$ cat config.mk
export PLATFORM = sky130hd
export DESIGN_NAME = bil_seq
export DESIGN_NICKNAME = d
export VERILOG_FILES = /design/src/sv/bil_pkg.sv /design/src/sv/bil_seq.sv
export SDC_FILE = /design/constraint.sdc
export NUM_CORES = 1
export LEC_CHECK = 0
export BUFFER_PORTS_ARGS = -buffer_cell sky130_fd_sc_hd__buf_4
export CAP_MARGIN = 30
export CELL_PAD_IN_SITES_DETAIL_PLACEMENT = 1
export CELL_PAD_IN_SITES_GLOBAL_PLACEMENT = 2
export CORE_ASPECT_RATIO = 1.2
export CORE_UTILIZATION = 33
export DETAILED_ROUTE_END_ITERATION = 7
export PLACE_DENSITY = 0.85
export SETUP_SLACK_MARGIN = 0.5
export SLEW_MARGIN = 20
export SYNTH_ARGS = -nofsm -noshare
export SYNTH_HDL_FRONTEND = slang
export SYNTH_SLANG_ARGS = --single-unit
$ cat constraint.sdc
create_clock -name clk -period 3.59 [get_ports clk]
set_input_delay 0.359 -clock clk [delete_from_list [all_inputs] [get_ports clk]]
set_output_delay 0.359 -clock clk [all_outputs]
set_load 0.01 [all_outputs]
$ cat src/sv/bil_pkg.sv
`default_nettype none
package bil_pkg;

	localparam int OP_W      = 3;
	localparam int VAL_W     = 32;
	localparam int POS_W     = 8;
	localparam int CNT_W     = 9;
	localparam int DEPTH_DEF = 256;

	localparam logic [OP_W-1:0] OP_CLEAR        = 3'd0;
	localparam logic [OP_W-1:0] OP_APPEND       = 3'd1;
	localparam logic [OP_W-1:0] OP_FIND_FIRST   = 3'd2;
	localparam logic [OP_W-1:0] OP_FIND_LAST    = 3'd3;
	localparam logic [OP_W-1:0] OP_REMOVE_SWAP  = 3'd4;
	localparam logic [OP_W-1:0] OP_REMOVE_SHIFT = 3'd5;

endpackage
`default_nettype wire

$ cat src/sv/bil_seq.sv
`default_nettype none
module bil_seq import bil_pkg::*; #(
	parameter int DEPTH = DEPTH_DEF
) (
	input  wire logic                                   clk,
	input  wire logic                                   arst_n,
	input  wire logic                                   start,
	output logic                                        busy,
	input  wire logic [OP_W-1:0]                        operation,
	input  wire logic [VAL_W-1:0]                       value,
	input  wire logic [POS_W-1:0]                       position,
	output logic                                        done,
	output logic                                        ok,
	output logic      [POS_W-1:0]                       found_position,
	output logic      [CNT_W-1:0]                       count,
	output logic                                        ram_we,
	output logic      [((DEPTH > 1) ? $clog2(DEPTH) : 1)-1:0] ram_waddr,
	output logic      [VAL_W-1:0]                       ram_wdata,
	output logic      [((DEPTH > 1) ? $clog2(DEPTH) : 1)-1:0] ram_raddr,
	input  wire logic [VAL_W-1:0]                       ram_rdata
);

	localparam int AW = (DEPTH > 1) ? $clog2(DEPTH) : 1;
	localparam int LW = $clog2(DEPTH + 1);
	localparam int CW = (LW > POS_W) ? LW : POS_W;

	localparam logic [1:0] ST_IDLE = 2'd0;
	localparam logic [1:0] ST_FIND = 2'd1;
	localparam logic [1:0] ST_MOVE = 2'd2;

	logic [1:0]       state_q;
	logic [LW-1:0]    len_q;
	logic [AW-1:0]    idx_q;
	logic [AW-1:0]    end_q;
	logic             up_q;
	logic             issue_q;
	logic             swap_q;
	logic [VAL_W-1:0] val_q;
	logic [AW-1:0]    pos_q;
	logic             vld_s1;
	logic             last_s1;
	logic [AW-1:0]    idx_s1;
	logic             done_q;
	logic             ok_q;
	logic [POS_W-1:0] fpos_q;

	logic             accept;
	logic             pos_ok;
	logic             full;
	logic [LW-1:0]    len_m1;
	logic [AW-1:0]    last_idx;
	logic             issue;
	logic             hit;
	logic             at_end;
	logic             acc_ok;

	assign accept   = start && (state_q == ST_IDLE);
	assign pos_ok   = CW'(position) < CW'(len_q);
	assign full     = len_q == LW'(DEPTH);
	assign len_m1   = len_q - LW'(1);
	assign last_idx = AW'(len_m1);
	assign issue    = (state_q != ST_IDLE) && issue_q;
	assign hit      = vld_s1 && (ram_rdata == val_q);
	assign at_end   = idx_q == end_q;

	assign busy           = state_q != ST_IDLE;
	assign done           = done_q;
	assign ok             = ok_q;
	assign found_position = fpos_q;
	assign count          = CNT_W'(len_q);
	assign ram_raddr      = idx_q;

	always_comb begin
		case (operation)
			OP_CLEAR:        acc_ok = 1'b1;
			OP_APPEND:       acc_ok = !full;
			OP_REMOVE_SWAP:  acc_ok = pos_ok;
			OP_REMOVE_SHIFT: acc_ok = pos_ok;
			default:         acc_ok = 1'b0;
		endcase
	end

	// append writes at accept, moves write back the word read in the cycle before
	always_comb begin
		ram_we    = 1'b0;
		ram_waddr = AW'(len_q);
		ram_wdata = value;
		if (accept && (operation == OP_APPEND) && !full) begin
			ram_we = 1'b1;
		end else if ((state_q == ST_MOVE) && vld_s1) begin
			ram_we    = 1'b1;
			ram_waddr = swap_q ? pos_q : AW'(idx_s1 - AW'(1));
			ram_wdata = ram_rdata;
		end
	end

	always_ff @(posedge clk or negedge arst_n) begin
		if (!arst_n) begin
			state_q <= ST_IDLE;
			len_q   <= '0;
			issue_q <= 1'b0;
			vld_s1  <= 1'b0;
			done_q  <= 1'b0;
		end else begin
			done_q <= 1'b0;
			vld_s1 <= issue;
			case (state_q)
				ST_IDLE: begin
					if (accept) begin
						case (operation)
							OP_CLEAR: begin
								len_q  <= '0;
								done_q <= 1'b1;
							end
							OP_APPEND: begin
								if (!full) begin
									len_q <= len_q + LW'(1);
								end
								done_q <= 1'b1;
							end
							OP_FIND_FIRST, OP_FIND_LAST: begin
								if (len_q == '0) begin
									done_q <= 1'b1;
								end else begin
									state_q <= ST_FIND;
									issue_q <= 1'b1;
								end
							end
							OP_REMOVE_SWAP: begin
								if (pos_ok) begin
									len_q   <= len_m1;
									state_q <= ST_MOVE;
									issue_q <= 1'b1;
								end else begin
									done_q <= 1'b1;
								end
							end
							OP_REMOVE_SHIFT: begin
								if (pos_ok) begin
									len_q <= len_m1;
									if (CW'(position) == CW'(len_m1)) begin
										done_q <= 1'b1;
									end else begin
										state_q <= ST_MOVE;
										issue_q <= 1'b1;
									end
								end else begin
									done_q <= 1'b1;
								end
							end
							default: begin
								done_q <= 1'b1;
							end
						endcase
					end
				end
				ST_FIND: begin
					if (issue) begin
						issue_q <= !at_end;
					end
					if (hit || (vld_s1 && last_s1)) begin
						state_q <= ST_IDLE;
						issue_q <= 1'b0;
						done_q  <= 1'b1;
					end
				end
				ST_MOVE: begin
					if (issue) begin
						issue_q <= !at_end;
					end
					if (vld_s1 && last_s1) begin
						state_q <= ST_IDLE;
						issue_q <= 1'b0;
						done_q  <= 1'b1;
					end
				end
				default: begin
					state_q <= ST_IDLE;
					issue_q <= 1'b0;
				end
			endcase
		end
	end

	always_ff @(posedge clk) begin
		idx_s1  <= idx_q;
		last_s1 <= at_end;
		if (accept) begin
			val_q  <= value;
			pos_q  <= AW'(position);
			swap_q <= operation == OP_REMOVE_SWAP;
			ok_q   <= acc_ok;
			fpos_q <= '0;
			case (operation)
				OP_FIND_FIRST: begin
					idx_q <= '0;
					end_q <= last_idx;
					up_q  <= 1'b1;
				end
				OP_FIND_LAST: begin
					idx_q <= last_idx;
					end_q <= '0;
					up_q  <= 1'b0;
				end
				OP_REMOVE_SWAP: begin
					idx_q <= last_idx;
					end_q <= last_idx;
					up_q  <= 1'b1;
				end
				OP_REMOVE_SHIFT: begin
					idx_q <= AW'(position) + AW'(1);
					end_q <= last_idx;
					up_q  <= 1'b1;
				end
				default: begin
					idx_q <= '0;
					end_q <= '0;
					up_q  <= 1'b1;
				end
			endcase
		end else begin
			if (issue) begin
				idx_q <= up_q ? idx_q + AW'(1) : idx_q - AW'(1);
			end
			if ((state_q == ST_FIND) && (hit || (vld_s1 && last_s1))) begin
				ok_q   <= hit;
				fpos_q <= hit ? POS_W'(idx_s1) : '0;
			end else if ((state_q == ST_MOVE) && vld_s1 && last_s1) begin
				ok_q   <= 1'b1;
				fpos_q <= '0;
			end
		end
	end

endmodule
`default_nettype wire

==> metrics.md, run 1 <==
| Metric | Value |
|---|---|
| Tightest Pin Transition | 0.836 ns |
| Cell with the largest stage delay on the worst path | sky130_fd_sc_hd__dfrtp_1 |
| Count of final hold-check violations | 0 |
| Crit Path Class | flip-flop to flip-flop |
| Number of distinct standard cells referenced by the synthesized netlist | 56 |
| Area enclosed by the die boundary | 17,000 µm² |
| Core area | 16,100 µm² |
| Clock tree root buffer cell | sky130_fd_sc_hd__clkbuf_16 |
| Final setup violation count | 0 |
| Post-detailed-placement half-perimeter wirelength | 13.3 mm |
| Routed WL per cell | 19.3 µm |
| Die height | 142 µm |
| Worst slew margin relative to its limit | 43.8% |
| Maximum number of pins on one net before global-route repair | 33 |
| Sequential area share after synthesis | 45.4% |
| DRC violations left | 0 |
| Area of the mapped netlist | 5420 µm² |
| Combined flip-flop and latch cell area | 2460 µm² |
| Worst hold margin | 0.192 ns |
| Achievable clock frequency | 359 MHz |
| Critical path's largest stage delay | 0.66 ns |
| Count of input and output buffers | 146 |
| Highest ir drop seen on vdd | 0.000189 V |
| CP startpoint kind | flip-flop |
| Gpl congestion | 0.836 |
| Antenna violations before repair | 0 |
| Synth cell count leaders | sky130_fd_sc_hd__edfxtp_1 (59), sky130_fd_sc_hd__xor2_1 (47), sky130_fd_sc_hd__mux2_2 (36), sky130_fd_sc_hd__nor2_1 (32), sky130_fd_sc_hd__nand2_1 (30) |
| First-pass GRT wire length | 25.9 mm |
| Combined area of the multi-input logic cells | 2780 µm² |
| Clock latency on the worst-skew pair | 0.35 ns |
| Final worst clock skew | 0.0136 ns |
| Leakage Power | 0.00278 µW |
| Setup Fix Bufs, Post-CTS | 0 |
| Number of placement rows | 51 |
| Routed via count | 4,512 |
| Classification of the worst-slack hold path | input pin to flip-flop |
| Total CTS buffers | 9 |
| Total count of max-transition violations in the final report | 0 |
| Run status | finished, final reports clean |
| Req. time, crit path | 3.83 ns |
| Layout area overhead | 29.3% |
| Library cell with the largest summed area after synthesis | sky130_fd_sc_hd__edfxtp_1 |
| Largest fanout of any net on the critical path | 12 |
| CP endpoint kind | flip-flop |
| Total of max-cap violations | 0 |
| Count of boundary I/O pins | 147 |
| Post-Synthesis Cells | 509 |
| Synthesized area per cell | 10.7 µm² |
| Setup repair after global routing missed its margin | false |
| Shortest clock period the worst path allows after layout | 2.78 ns |
| Initial core utilization | 33.6% |
| Number of storage elements in the synthesis netlist | 90 |
| Ratio of routed vias to standard cells | 5.22 |
| Number of design-rule violations left by the first detailed-router iteration | 211 |
| Dominant register cell in the synthesized netlist | sky130_fd_sc_hd__edfxtp_1 |
| Number of H-tree levels | 3 |
| Total grt overflow | 0 |
| Fraction of final layout cells with drive strength greater than 1 | 32.5% |
| Final critical-path share of the clock period | 77.6% |
| Signal arrival time at the worst endpoint | 3.02 ns |
| Final Routed Wirelength | 16.7 mm |
| Number of warnings printed during yosys synthesis | 0 |
| Synthesized netlist net count | 607 |
| Final TNS setup | 0 ns |
| Area share of the largest cell type after synthesis | 32.7% |
| Sinks on Clock Net | 90 |
| Die boundary width | 119 µm |
| Number of iterations in the first detailed-routing pass | 4 |
| Antenna cells | 0 |
| CTS tree | built |
| Clk slew on worst S/H paths | 0.07 ns |
| Power density over the cells | 323 nW/µm² |
| Critical-path cell list | inv_1 > ha_1 > a211o_1 > o221ai_1 > a21oi_1 > o211a_1 > or2_4 > mux2_4 |
| Total of fill cells in the finished design | 1,800 |
| Combined global-route utilization of all metal layers | 19.9% |
| DRT antenna net count | 0 |
| Post-synth ARST share | 15.6% |
| Deepest clock path buffer count | 2 |
| Number of synthesized flops with an enable pin | 59 |
| Library cell with the highest instance count after synthesis | sky130_fd_sc_hd__edfxtp_1 |
| Leading cell types by total area after synthesis | sky130_fd_sc_hd__edfxtp_1 (33%), sky130_fd_sc_hd__xor2_1 (7.6%), sky130_fd_sc_hd__mux2_2 (7.5%) |
| Via count of the first global-routing pass | 4,767 |
| Nets@finish | 746 |
==> metrics by stage <==
step	util (%)	area, µm²	power (µW)	std cells	setup WS, ns
5_1_grt	43.4	7010	2340	865	0.664
4_1_cts	43.4	7010	2280	865	0.793
2_1_floorplan	-	5420	1210	509	0.613
3_5_place_dp	41.6	6710	1360	848	0.827
6_report	43.4	7010	2260	865	0.805
3_3_place_gp	41.6	6710	1360	848	0.923
==> cells by family after synthesis <==
group | Yosys count | share of synthesized area, %
AOI/OAI and AO/OA | 93 | 10.9
xor gates and xnor gates | 75 | 12.6
adders and majority gates | 20 | 4.75
buffers and inverters | 41 | 3.39
DFF | 90 | 45.4
muxes | 39 | 8.12
and+or+nand+nor | 151 | 14.9
==> per-layer routing <==
layer	wire length, µm	vias to the layer above	part of all wire, %	track usage [%]
li1	-	2142	-	-
met1	6830	2190	41	22.9
met2	8650	162	52	37.1
met3	1010	18	6.0	3.65
met4	252	0	1.5	6.06
met5	0	-	0	0
==> path summary, 6_finish.rpt <==
check / startpoint / endpoint / slack (ns) / depth (start not counted)
min reg2reg: found_position[2] / found_position[2] / 0.48 / 2
max reg2reg: count[6] / count[0] / 0.81 / 8
max in group asynchronous: arst_n / state_q[0] / 3.01 / 2
min: value[18] / val_q[18] / 0.19 / 1
min in group asynchronous: arst_n / count[2] / 0.39 / 2
max: count[6] / count[0] / 0.81 / 8
==> layout make-up <==
cell class              instances  share of cell area, %
flip-flops and latches         90                   35.1
clock inverters                 7                  0.928
well taps                     212                   3.78
inverters                      19                   1.02
clock buffers                   9                   3.21
repair buffers                150                   16.3
multi-input cells             378                   39.7
==> layout by cell type (no fill, tap or decap), drive strengths merged, types with 4 or more instances in the layout <==
cell,n
a21oi,22
a22oi,6
and2,4
and3,12
buf,149
clkbuf,9
dfrtp,14
dfxtp,17
edfxtp,59
ha,19
inv,24
mux2,37
nand2,30
nand3,16
nand4,5
nor2,32
nor2b,8
nor3,13
nor4,17
o21ai,17
o22ai,14
o31ai,15
xnor2,26
xor2,47
==> registers in the layout (all words and copies together) (netlist names) <==
| register | count |
|---|---|
| count | 9 |
| done | 1 |
| end_q | 8 |
| found_position | 8 |
| idx_s1 | 8 |
| issue_q | 1 |
| last_s1 | 1 |
| ok | 1 |
| pos_q | 8 |
| ram_raddr | 8 |
| state_q | 2 |
| swap_q | 1 |
| up_q | 1 |
| val_q | 32 |
| vld_s1 | 1 |
==> critical path, delay by kind of cell (launching register included) <==
family	cells	cell delay [ns]
flip-flops	1	0.66
AO/OA/AOI/OAI	4	0.95
AND/OR/NAND/NOR	1	0.35
buffers and inverters	1	0.09
multiplexers	1	0.31
adder cells (fa/ha/maj)	1	0.31
==> what timing repair did <==
| item | 4_1_cts | 5_1_grt |
|---|---|---|
| endpoints found under the hold margin | 14 | 0 |
| gates resized for setup | 0 | 0 |
| hold buffers | 1 | 0 |
==> power by group <==
| group | switching, µW | internal (µW) | total (µW) |
|---|---|---|---|
| registers | 0 | 1100 | 1100 |
| logic | 116 | 124 | 239 |
| clock network | 439 | 486 | 925 |
(Power assumes the default switching activity.)
==> run 2, diff against run 1 <==
--- a/config.mk
+++ b/config.mk
@@ -5,14 +5,15 @@
 export SDC_FILE = /design/constraint.sdc
 export NUM_CORES = 1
 export LEC_CHECK = 0
+export ABC_AREA = 1
 export BUFFER_PORTS_ARGS = -buffer_cell sky130_fd_sc_hd__buf_4
 export CAP_MARGIN = 30
 export CELL_PAD_IN_SITES_DETAIL_PLACEMENT = 1
 export CELL_PAD_IN_SITES_GLOBAL_PLACEMENT = 2
 export CORE_ASPECT_RATIO = 1.2
-export CORE_UTILIZATION = 33
+export CORE_UTILIZATION = 27
 export DETAILED_ROUTE_END_ITERATION = 7
-export PLACE_DENSITY = 0.85
+export PLACE_DENSITY = 0.81
 export SETUP_SLACK_MARGIN = 0.5
 export SLEW_MARGIN = 20
 export SYNTH_ARGS = -nofsm -noshare
==> constraint.sdc (replaced) <==
create_clock -name clk -period 2.5 [get_ports clk]
set_input_delay 0.25 -clock clk [delete_from_list [all_inputs] [get_ports clk]]
set_output_delay 0.25 -clock clk [all_outputs]
set_load 0.01 [all_outputs]
==> run 2 against run 1 <==
Combinational power increased to 17 times the previous value. Core utilization is 5.2 points lower. Synthesized area increased by 7.6%. Sequential share of layout area fell by 4.3 points. Clock-buffer cell count unchanged. Setup slack got worse by 0.35 ns. Critical path type is now flip-flop to output pin.
==> metrics.md, run 2 <==
| Metric | Value |
|---|---|
| Count of final hold-check violations | 0 |
| Number of cells traversed by the worst hold path | 1 |
| CP endpoint kind | output pin |
| Library cell with the largest summed area after synthesis | sky130_fd_sc_hd__edfxtp_1 |
| Setup repair after global routing missed its margin | true |
| Total of max-cap violations | 0 |
| R2r endpoint | ok |
| Final setup violation count | 0 |
| Final worst clock skew | 0.0109 ns |
| Number of distinct standard cells referenced by the synthesized netlist | 47 |
| Number of warnings printed during yosys synthesis | 0 |
| Die height | 163 µm |
| Layout area overhead | 37.8% |
| Worst hold margin | 0.0868 ns |
| Deepest clock path buffer count | 2 |
| Die boundary width | 136 µm |
| Fraction of final layout cells with drive strength greater than 1 | 31.9% |
| Total grt overflow | 0 |
| Final TNS setup | 0 ns |
| R2R Setup Slk | 0.59 ns |
| Antenna violations before repair | 0 |
| Clock tree root buffer cell | sky130_fd_sc_hd__clkbuf_16 |
| Crit Path Class | flip-flop to output pin |
| Ratio of routed vias to standard cells | 4.76 |
| Combined flip-flop and latch cell area | 2480 µm² |
| Sequential area share after synthesis | 42.2% |
| Routed WL per cell | 17.3 µm |
| Count of boundary I/O pins | 147 |
| Clock latency on the worst-skew pair | 0.35 ns |
| Antenna cells | 0 |
| Run status | finished, final reports clean |
| Total count of max-transition violations in the final report | 0 |
| Number of storage elements in the synthesis netlist | 90 |
| Shortest clock period the worst path allows after layout | 2.05 ns |
| Combined global-route utilization of all metal layers | 19.4% |
| Origin of the worst min-delay path | value[20] |
| Synthesized area per cell | 7.76 µm² |
| Number of placement rows | 58 |
| Dominant register cell in the synthesized netlist | sky130_fd_sc_hd__edfxtp_1 |
| CP startpoint kind | flip-flop |
| Synth cell count leaders | sky130_fd_sc_hd__nand2_1 (225), sky130_fd_sc_hd__inv_1 (71), sky130_fd_sc_hd__edfxtp_1 (59), sky130_fd_sc_hd__nor2_1 (55), sky130_fd_sc_hd__o21ai_0 (52) |
| Number of iterations in the first detailed-routing pass | 4 |
| Leakage Power | 0.00374 µW |
| Library cell with the highest instance count after synthesis | sky130_fd_sc_hd__nand2_1 |
| Largest fanout of any net on the critical path | 3 |
| Final Routed Wirelength | 21.1 mm |
| Most flops, register | val_q |
| Leading cell types by total area after synthesis | sky130_fd_sc_hd__edfxtp_1 (30%), sky130_fd_sc_hd__nand2_1 (14%), sky130_fd_sc_hd__dfrtp_1 (6.0%) |
| Number of H-tree levels | 3 |
| Power density over the cells | 996 nW/µm² |
| Via count of the first global-routing pass | 6,013 |
| Core area | 21,000 µm² |
| Reg2reg path depth | 8 |
| Maximum number of pins on one net before global-route repair | 33 |
| Count of input and output buffers | 146 |
| Final critical-path share of the clock period | 81.9% |
| Clk slew on worst S/H paths | 0.07 ns |
| Post-Synthesis Cells | 752 |
| Commonest non-fill, non-tap cell in the layout | sky130_fd_sc_hd__nand2_1 |
| Routed via count | 5,783 |
| Achievable clock frequency | 488 MHz |
| Area of the mapped netlist | 5840 µm² |
| Number of design-rule violations left by the first detailed-router iteration | 238 |
| Nets@finish | 1,038 |
| CTS tree | built |
| Max FFs per register | 32 |
| DRC violations left | 0 |
| DRT antenna net count | 0 |
| Highest ir drop seen on vdd | 0.000547 V |
| Most used cells in the layout excluding fill and tap cells | sky130_fd_sc_hd__nand2_1 (221), sky130_fd_sc_hd__buf_4 (182), sky130_fd_sc_hd__inv_1 (64) |
| Synthesized netlist net count | 850 |
| Area share of the largest cell type after synthesis | 30.4% |
| Total CTS buffers | 9 |
| Post-synth ARST share | 15.6% |
| Area enclosed by the die boundary | 22,200 µm² |
| Req. time, crit path | 2.25 ns |
| Tightest Pin Transition | 0.816 ns |
| Combined area of the multi-input logic cells | 3120 µm² |
| Worst slew margin relative to its limit | 45.0% |
| Initial core utilization | 27.7% |
| Reg2reg start | val_q[24] |
| First-pass GRT wire length | 32.3 mm |
| Post-detailed-placement half-perimeter wirelength | 16.5 mm |
| Number of synthesized flops with an enable pin | 59 |
| Signal arrival time at the worst endpoint | 1.80 ns |
| Gpl congestion | 0.889 |
| Classification of the worst-slack hold path | input pin to flip-flop |
| Total of fill cells in the finished design | 2,593 |
| Sinks on Clock Net | 90 |
| Worst Hold Endpoint | val_q[20] |
-- run 2: cell count changes after synthesis, moves of 15 or more --
cell	previous run	this run
sky130_fd_sc_hd__nand3_1	16	43
sky130_fd_sc_hd__nor2_1	32	55
sky130_fd_sc_hd__inv_1	19	71
sky130_fd_sc_hd__mux2_2	36	0
sky130_fd_sc_hd__o21ai_0	16	52
sky130_fd_sc_hd__o31ai_1	15	0
sky130_fd_sc_hd__nand2_1	30	225
sky130_fd_sc_hd__xor2_1	47	8
-- run 2: cells by family (layout without fill, tap and decap cells) --
family | Yosys count | count (layout) | share of synthesized area, %
compound gates | 110 | 110 | 10.4
xor+xnor | 30 | 30 | 4.50
fa+ha+maj | 20 | 20 | 4.42
buf+inv | 100 | 293 | 7.01
flops | 90 | 90 | 42.2
mux | 1 | 1 | 0.172
simple gates | 401 | 401 | 31.3
-- run 2: where the power goes --
part,switching (µW),leakage (µW),internal [µW]
logic,2470,0.00274,1700
clock network,638,0.000131,690
registers,394,0.000867,2120
total,3500,0.00374,4510
-- run 2: worst max-delay path by stage --
stage,startpoint,endpoint,cells after the start
6_report,idx_s1[1],ram_waddr[6],9
3_5_place_dp,count[4],count[1],11
3_3_place_gp,count[4],count[1],11
2_1_floorplan,state_q[1],ram_we,7
5_1_grt,idx_s1[1],ram_waddr[6],9
4_1_cts,idx_s1[1],ram_waddr[6],9
-- run 2: critical path, cell delays in order (launching register included) --
cell and delay [ns]:
sky130_fd_sc_hd__dfxtp_4 0.36, sky130_fd_sc_hd__inv_2 0.06, sky130_fd_sc_hd__ha_4 0.13, sky130_fd_sc_hd__nand2_4 0.05, sky130_fd_sc_hd__nor3_4 0.14, sky130_fd_sc_hd__nand2_2 0.09, sky130_fd_sc_hd__xnor2_2 0.16, sky130_fd_sc_hd__mux2i_2 0.22
sky130_fd_sc_hd__o21ai_1 0.09, sky130_fd_sc_hd__buf_4 0.14
-- run 2: layout make-up --
class | count | area share, %
Sequential cell | 90 | 30.8
Timing Repair Buffer | 192 | 18.5
Timing Repair inverter | 1 | 0.0778
Tap cell | 270 | 4.20
Clock inverter | 7 | 0.747
Inverter | 84 | 4.12
Clock buffer | 9 | 2.80
Multi-Input combinational cell | 562 | 38.8
-- run 2: metrics by stage --
step                      setup WS, ns  cells  util [%]  power, µW  instance area [µm²]
after detailed placement         0.180   1171      34.8       6230                 7320
final                            0.452   1215      38.2       8000                 8040
after CTS                        0.357   1203      37.2       7810                 7830
after global routing             0.374   1215      38.2       8580                 8040
after global placement           0.217   1171      34.8       6190                 7320
after floorplan                  0.649    752         -       4720                 5840
-- run 2: what timing repair did --
item / in CTS / in global routing
gates cloned: 1 / 1
gates resized for setup: 42 / 50
pin swaps: 9 / 9
buffers inserted: 14 / 11
endpoints found under the hold margin: 14 / 0
setup endpoints to repair: 56 / 57
hold buffers: 1 / 0
-- run 2: layer usage --
| metal | GRT usage [%] | part of all wire [%] |
|---|---|---|
| met5 | 0 | 0 |
| met2 | 35.0 | 51 |
| met3 | 3.57 | 4.5 |
| met4 | 5.56 | 1.7 |
| met1 | 23.1 | 42 |
==> run 3, diff against run 2 <==
--- a/config.mk
+++ b/config.mk
@@ -5,15 +5,15 @@
 export SDC_FILE = /design/constraint.sdc
 export NUM_CORES = 1
 export LEC_CHECK = 0
-export ABC_AREA = 1
+export ABC_AREA = 0
 export BUFFER_PORTS_ARGS = -buffer_cell sky130_fd_sc_hd__buf_4
 export CAP_MARGIN = 30
 export CELL_PAD_IN_SITES_DETAIL_PLACEMENT = 1
 export CELL_PAD_IN_SITES_GLOBAL_PLACEMENT = 2
 export CORE_ASPECT_RATIO = 1.2
-export CORE_UTILIZATION = 27
+export CORE_UTILIZATION = 30
 export DETAILED_ROUTE_END_ITERATION = 7
-export PLACE_DENSITY = 0.81
+export PLACE_DENSITY = 0.82
 export SETUP_SLACK_MARGIN = 0.5
 export SLEW_MARGIN = 20
 export SYNTH_ARGS = -nofsm -noshare
==> constraint.sdc (replaced) <==
create_clock -name clk -period 1.78 [get_ports clk]
set_input_delay 0.178 -clock clk [delete_from_list [all_inputs] [get_ports clk]]
set_output_delay 0.178 -clock clk [all_outputs]
set_load 0.01 [all_outputs]
==> run 3 against run 2 <==
Core utilization up 21 points. Critical endpoint is now issue_q. Die area decreased by 16%. Critical path type is now flip-flop to flip-flop. Total power shrank 39%. Clock power up 50%. Critical path depth is 1 lower. The run now ends with design-rule violations, negative setup slack left. Final area grew 29%.
==> metrics.md, run 3 (synthesis results as in run 1) <==
| Metric | Value |
|---|---|
| Worst-case setup slack after placement | -0.501 ns |
| Post-detailed-placement half-perimeter wirelength | 15.1 mm |
| Most used cells in the layout excluding fill and tap cells | sky130_fd_sc_hd__buf_4 (195), sky130_fd_sc_hd__buf_6 (97), sky130_fd_sc_hd__edfxtp_1 (59) |
| Standard cell area after detailed placement | 7750 µm² |
| Max FFs per register | 32 |
| Crit Path Class | flip-flop to flip-flop |
| Count of buffering cells on the critical path with inverters included | 2 |
| Gpl congestion | 0.867 |
| Largest fanout of any net on the critical path | 3 |
| Met2 Wirelength | 14.0 mm |
| Commonest non-fill, non-tap cell in the layout | sky130_fd_sc_hd__buf_4 |
| Setup repair after global routing missed its margin | true |
| Worst Slack Setup Final | -0.625 ns |
| Layout area overhead | 91.3% |
| Tightest Pin Transition | 0.606 ns |
| Number of iterations in the first detailed-routing pass | 7 |
| Area enclosed by the die boundary | 18,600 µm² |
| Die height | 149 µm |
| Ratio of routed vias to standard cells | 5.36 |
| Final critical-path share of the clock period | 135% |
| Clock tree root buffer cell | sky130_fd_sc_hd__clkbuf_16 |
| Initial core utilization | 30.7% |
| Maximum number of pins on one net before global-route repair | 18 |
| Highest ir drop seen on vdd | 0.000433 V |
| Part of the power in the clock network | 40.9% |
| Req. time, crit path | 1.98 ns |
| Routed via count | 5,635 |
| Total of max-cap violations | 0 |
| Sinks on Clock Net | 90 |
| Total met3 wirelength after detailed routing | 1.35 mm |
| Violations in the final reports | design-rule violations, negative setup slack |
| Fraction of final layout cells with drive strength greater than 1 | 63.3% |
| CP endpoint kind | flip-flop |
| DRC violations left | 52 |
| Final Routed Wirelength | 25.6 mm |
| Via count of the first global-routing pass | 6,108 |
| Combinational Power Share | 13.8% |
| Count of input and output buffers | 146 |
| Routed length on met1 | 9.33 mm |
| Number of placement rows | 53 |
| Die boundary width | 125 µm |
| Highest signal layer in the routed design | met4 |
| Critical path's largest stage delay | 0.52 ns |
| DRT antenna net count | 0 |
| Total CTS buffers | 9 |
| Total count of max-transition violations in the final report | 0 |
| Worst slew margin relative to its limit | 59.5% |
| Combined global-route utilization of all metal layers | 26.1% |
| CTS tree | built |
| Achievable clock frequency | 416 MHz |
| Clk slew on worst S/H paths | 0.08 ns |
| Routed WL per cell | 24.3 µm |
| Shortest clock period the worst path allows after layout | 2.40 ns |
| First-pass GRT wire length | 36.0 mm |
| Number of H-tree levels | 3 |
| Combined area of the multi-input logic cells | 3870 µm² |
| Clock latency on the worst-skew pair | 0.35 ns |
| Antenna cells | 0 |
| Core area | 17,600 µm² |
| Count of final hold-check violations | 0 |
| Final setup violation count | 131 |
| Run status | finished, violations left |
| Final worst clock skew | 0.0161 ns |
| Total of fill cells in the finished design | 1,763 |
| Critical-path cell list | buf_6 > or4_4 > buf_6 > nor4_4 > xnor2_1 > nand3_2 > o31ai_4 > o211ai_1 |
| Top delay family on crit path | simple AND/OR/NAND/NOR gates |
| Combined flip-flop and latch cell area | 2480 µm² |
| Post-layout instance area | 10,400 µm² |
| Deepest clock path buffer count | 2 |
| CP startpoint kind | flip-flop |
| Total internal power | 3630 µW |
| Leakage Power | 0.00432 µW |
| Most flops, register | val_q |
| Most prevalent standard cell on the critical path | sky130_fd_sc_hd__buf_6 |
| Classification of the worst-slack hold path | input pin to flip-flop |
| Nets@finish | 925 |
| Count of boundary I/O pins | 147 |
| Total power of the final layout | 4890 µW |
| Cell with the largest stage delay on the worst path | sky130_fd_sc_hd__or4_4 |
| Final core occ | 58.8% |
| Signal arrival time at the worst endpoint | 2.60 ns |
| Total grt overflow | 0 |
| Net switching fraction of the power | 25.7% |
| Number of design-rule violations left by the first detailed-router iteration | 333 |
| Net load switching power | 1260 µW |
| Power density over the cells | 471 nW/µm² |
| Share of power burned in registers | 45.3% |
| Antenna violations before repair | 0 |
run 3: timing repair:
action | 4_1_cts | 5_1_grt
cloned | 13 | 2
buffers inserted | 54 | 19
setup endpoints to repair | 143 | 153
hold endpoints to repair | 14 | 0
resized for setup | 199 | 96
hold buffers | 1 | 0
pin swaps | 58 | 40
run 3: power groups by stage:
stage / registers, µW / logic [µW] / clock network, µW
5_1_grt: 2210 / 708 / 2090
3_5_place_dp: 2260 / 558 / 0
2_1_floorplan: 2260 / 204 / 0
6_report: 2210 / 676 / 2000
4_1_cts: 2220 / 620 / 1980
3_3_place_gp: 2260 / 543 / 0
run 3: per-stage QoR:
| step | hold slack (ns) | std cells | setup TNS (ns) |
|---|---|---|---|
| global route | 0.00926 | 1052 | -35.82 |
| floorplan | -0.118 | 509 | -8.14 |
| detailed placement | 0.0522 | 947 | -10.95 |
| CTS | 0.0107 | 1031 | -21.41 |
| global placement | 0.0470 | 947 | -8.66 |
| finish | 0.0198 | 1052 | -29.51 |
run 3: routing by layer:
layer  vias to the layer above  GRT usage (%)
li1                       2497              -
met1                      2826           27.7
met2                       251           50.4
met3                        61           4.27
met4                         0           12.1
met5                         -              0
run 3: worst paths after layout:
path                                        start           endpoint  slack [ns]  cells after the start
worst max-delay path                     count[4]            issue_q       -0.62                      8
worst min-delay path                    value[23]          val_q[23]        0.02                      1
worst max register to register           count[4]            issue_q       -0.62                      8
worst min register to register  found_position[0]  found_position[0]        0.50                      2
max in group asynchronous                  arst_n         state_q[0]        1.34                      2
min in group asynchronous                  arst_n           count[4]        0.23                      2
run 3: cell type report:
| cell class | count | area share (%) |
|---|---|---|
| clock buffers | 10 | 2.41 |
| clock inverters | 6 | 0.543 |
| inverters | 19 | 0.929 |
| multi-input cells | 379 | 37.3 |
| flip-flops and latches | 90 | 23.9 |
| well taps | 220 | 2.65 |
| repair buffers | 328 | 32.3 |
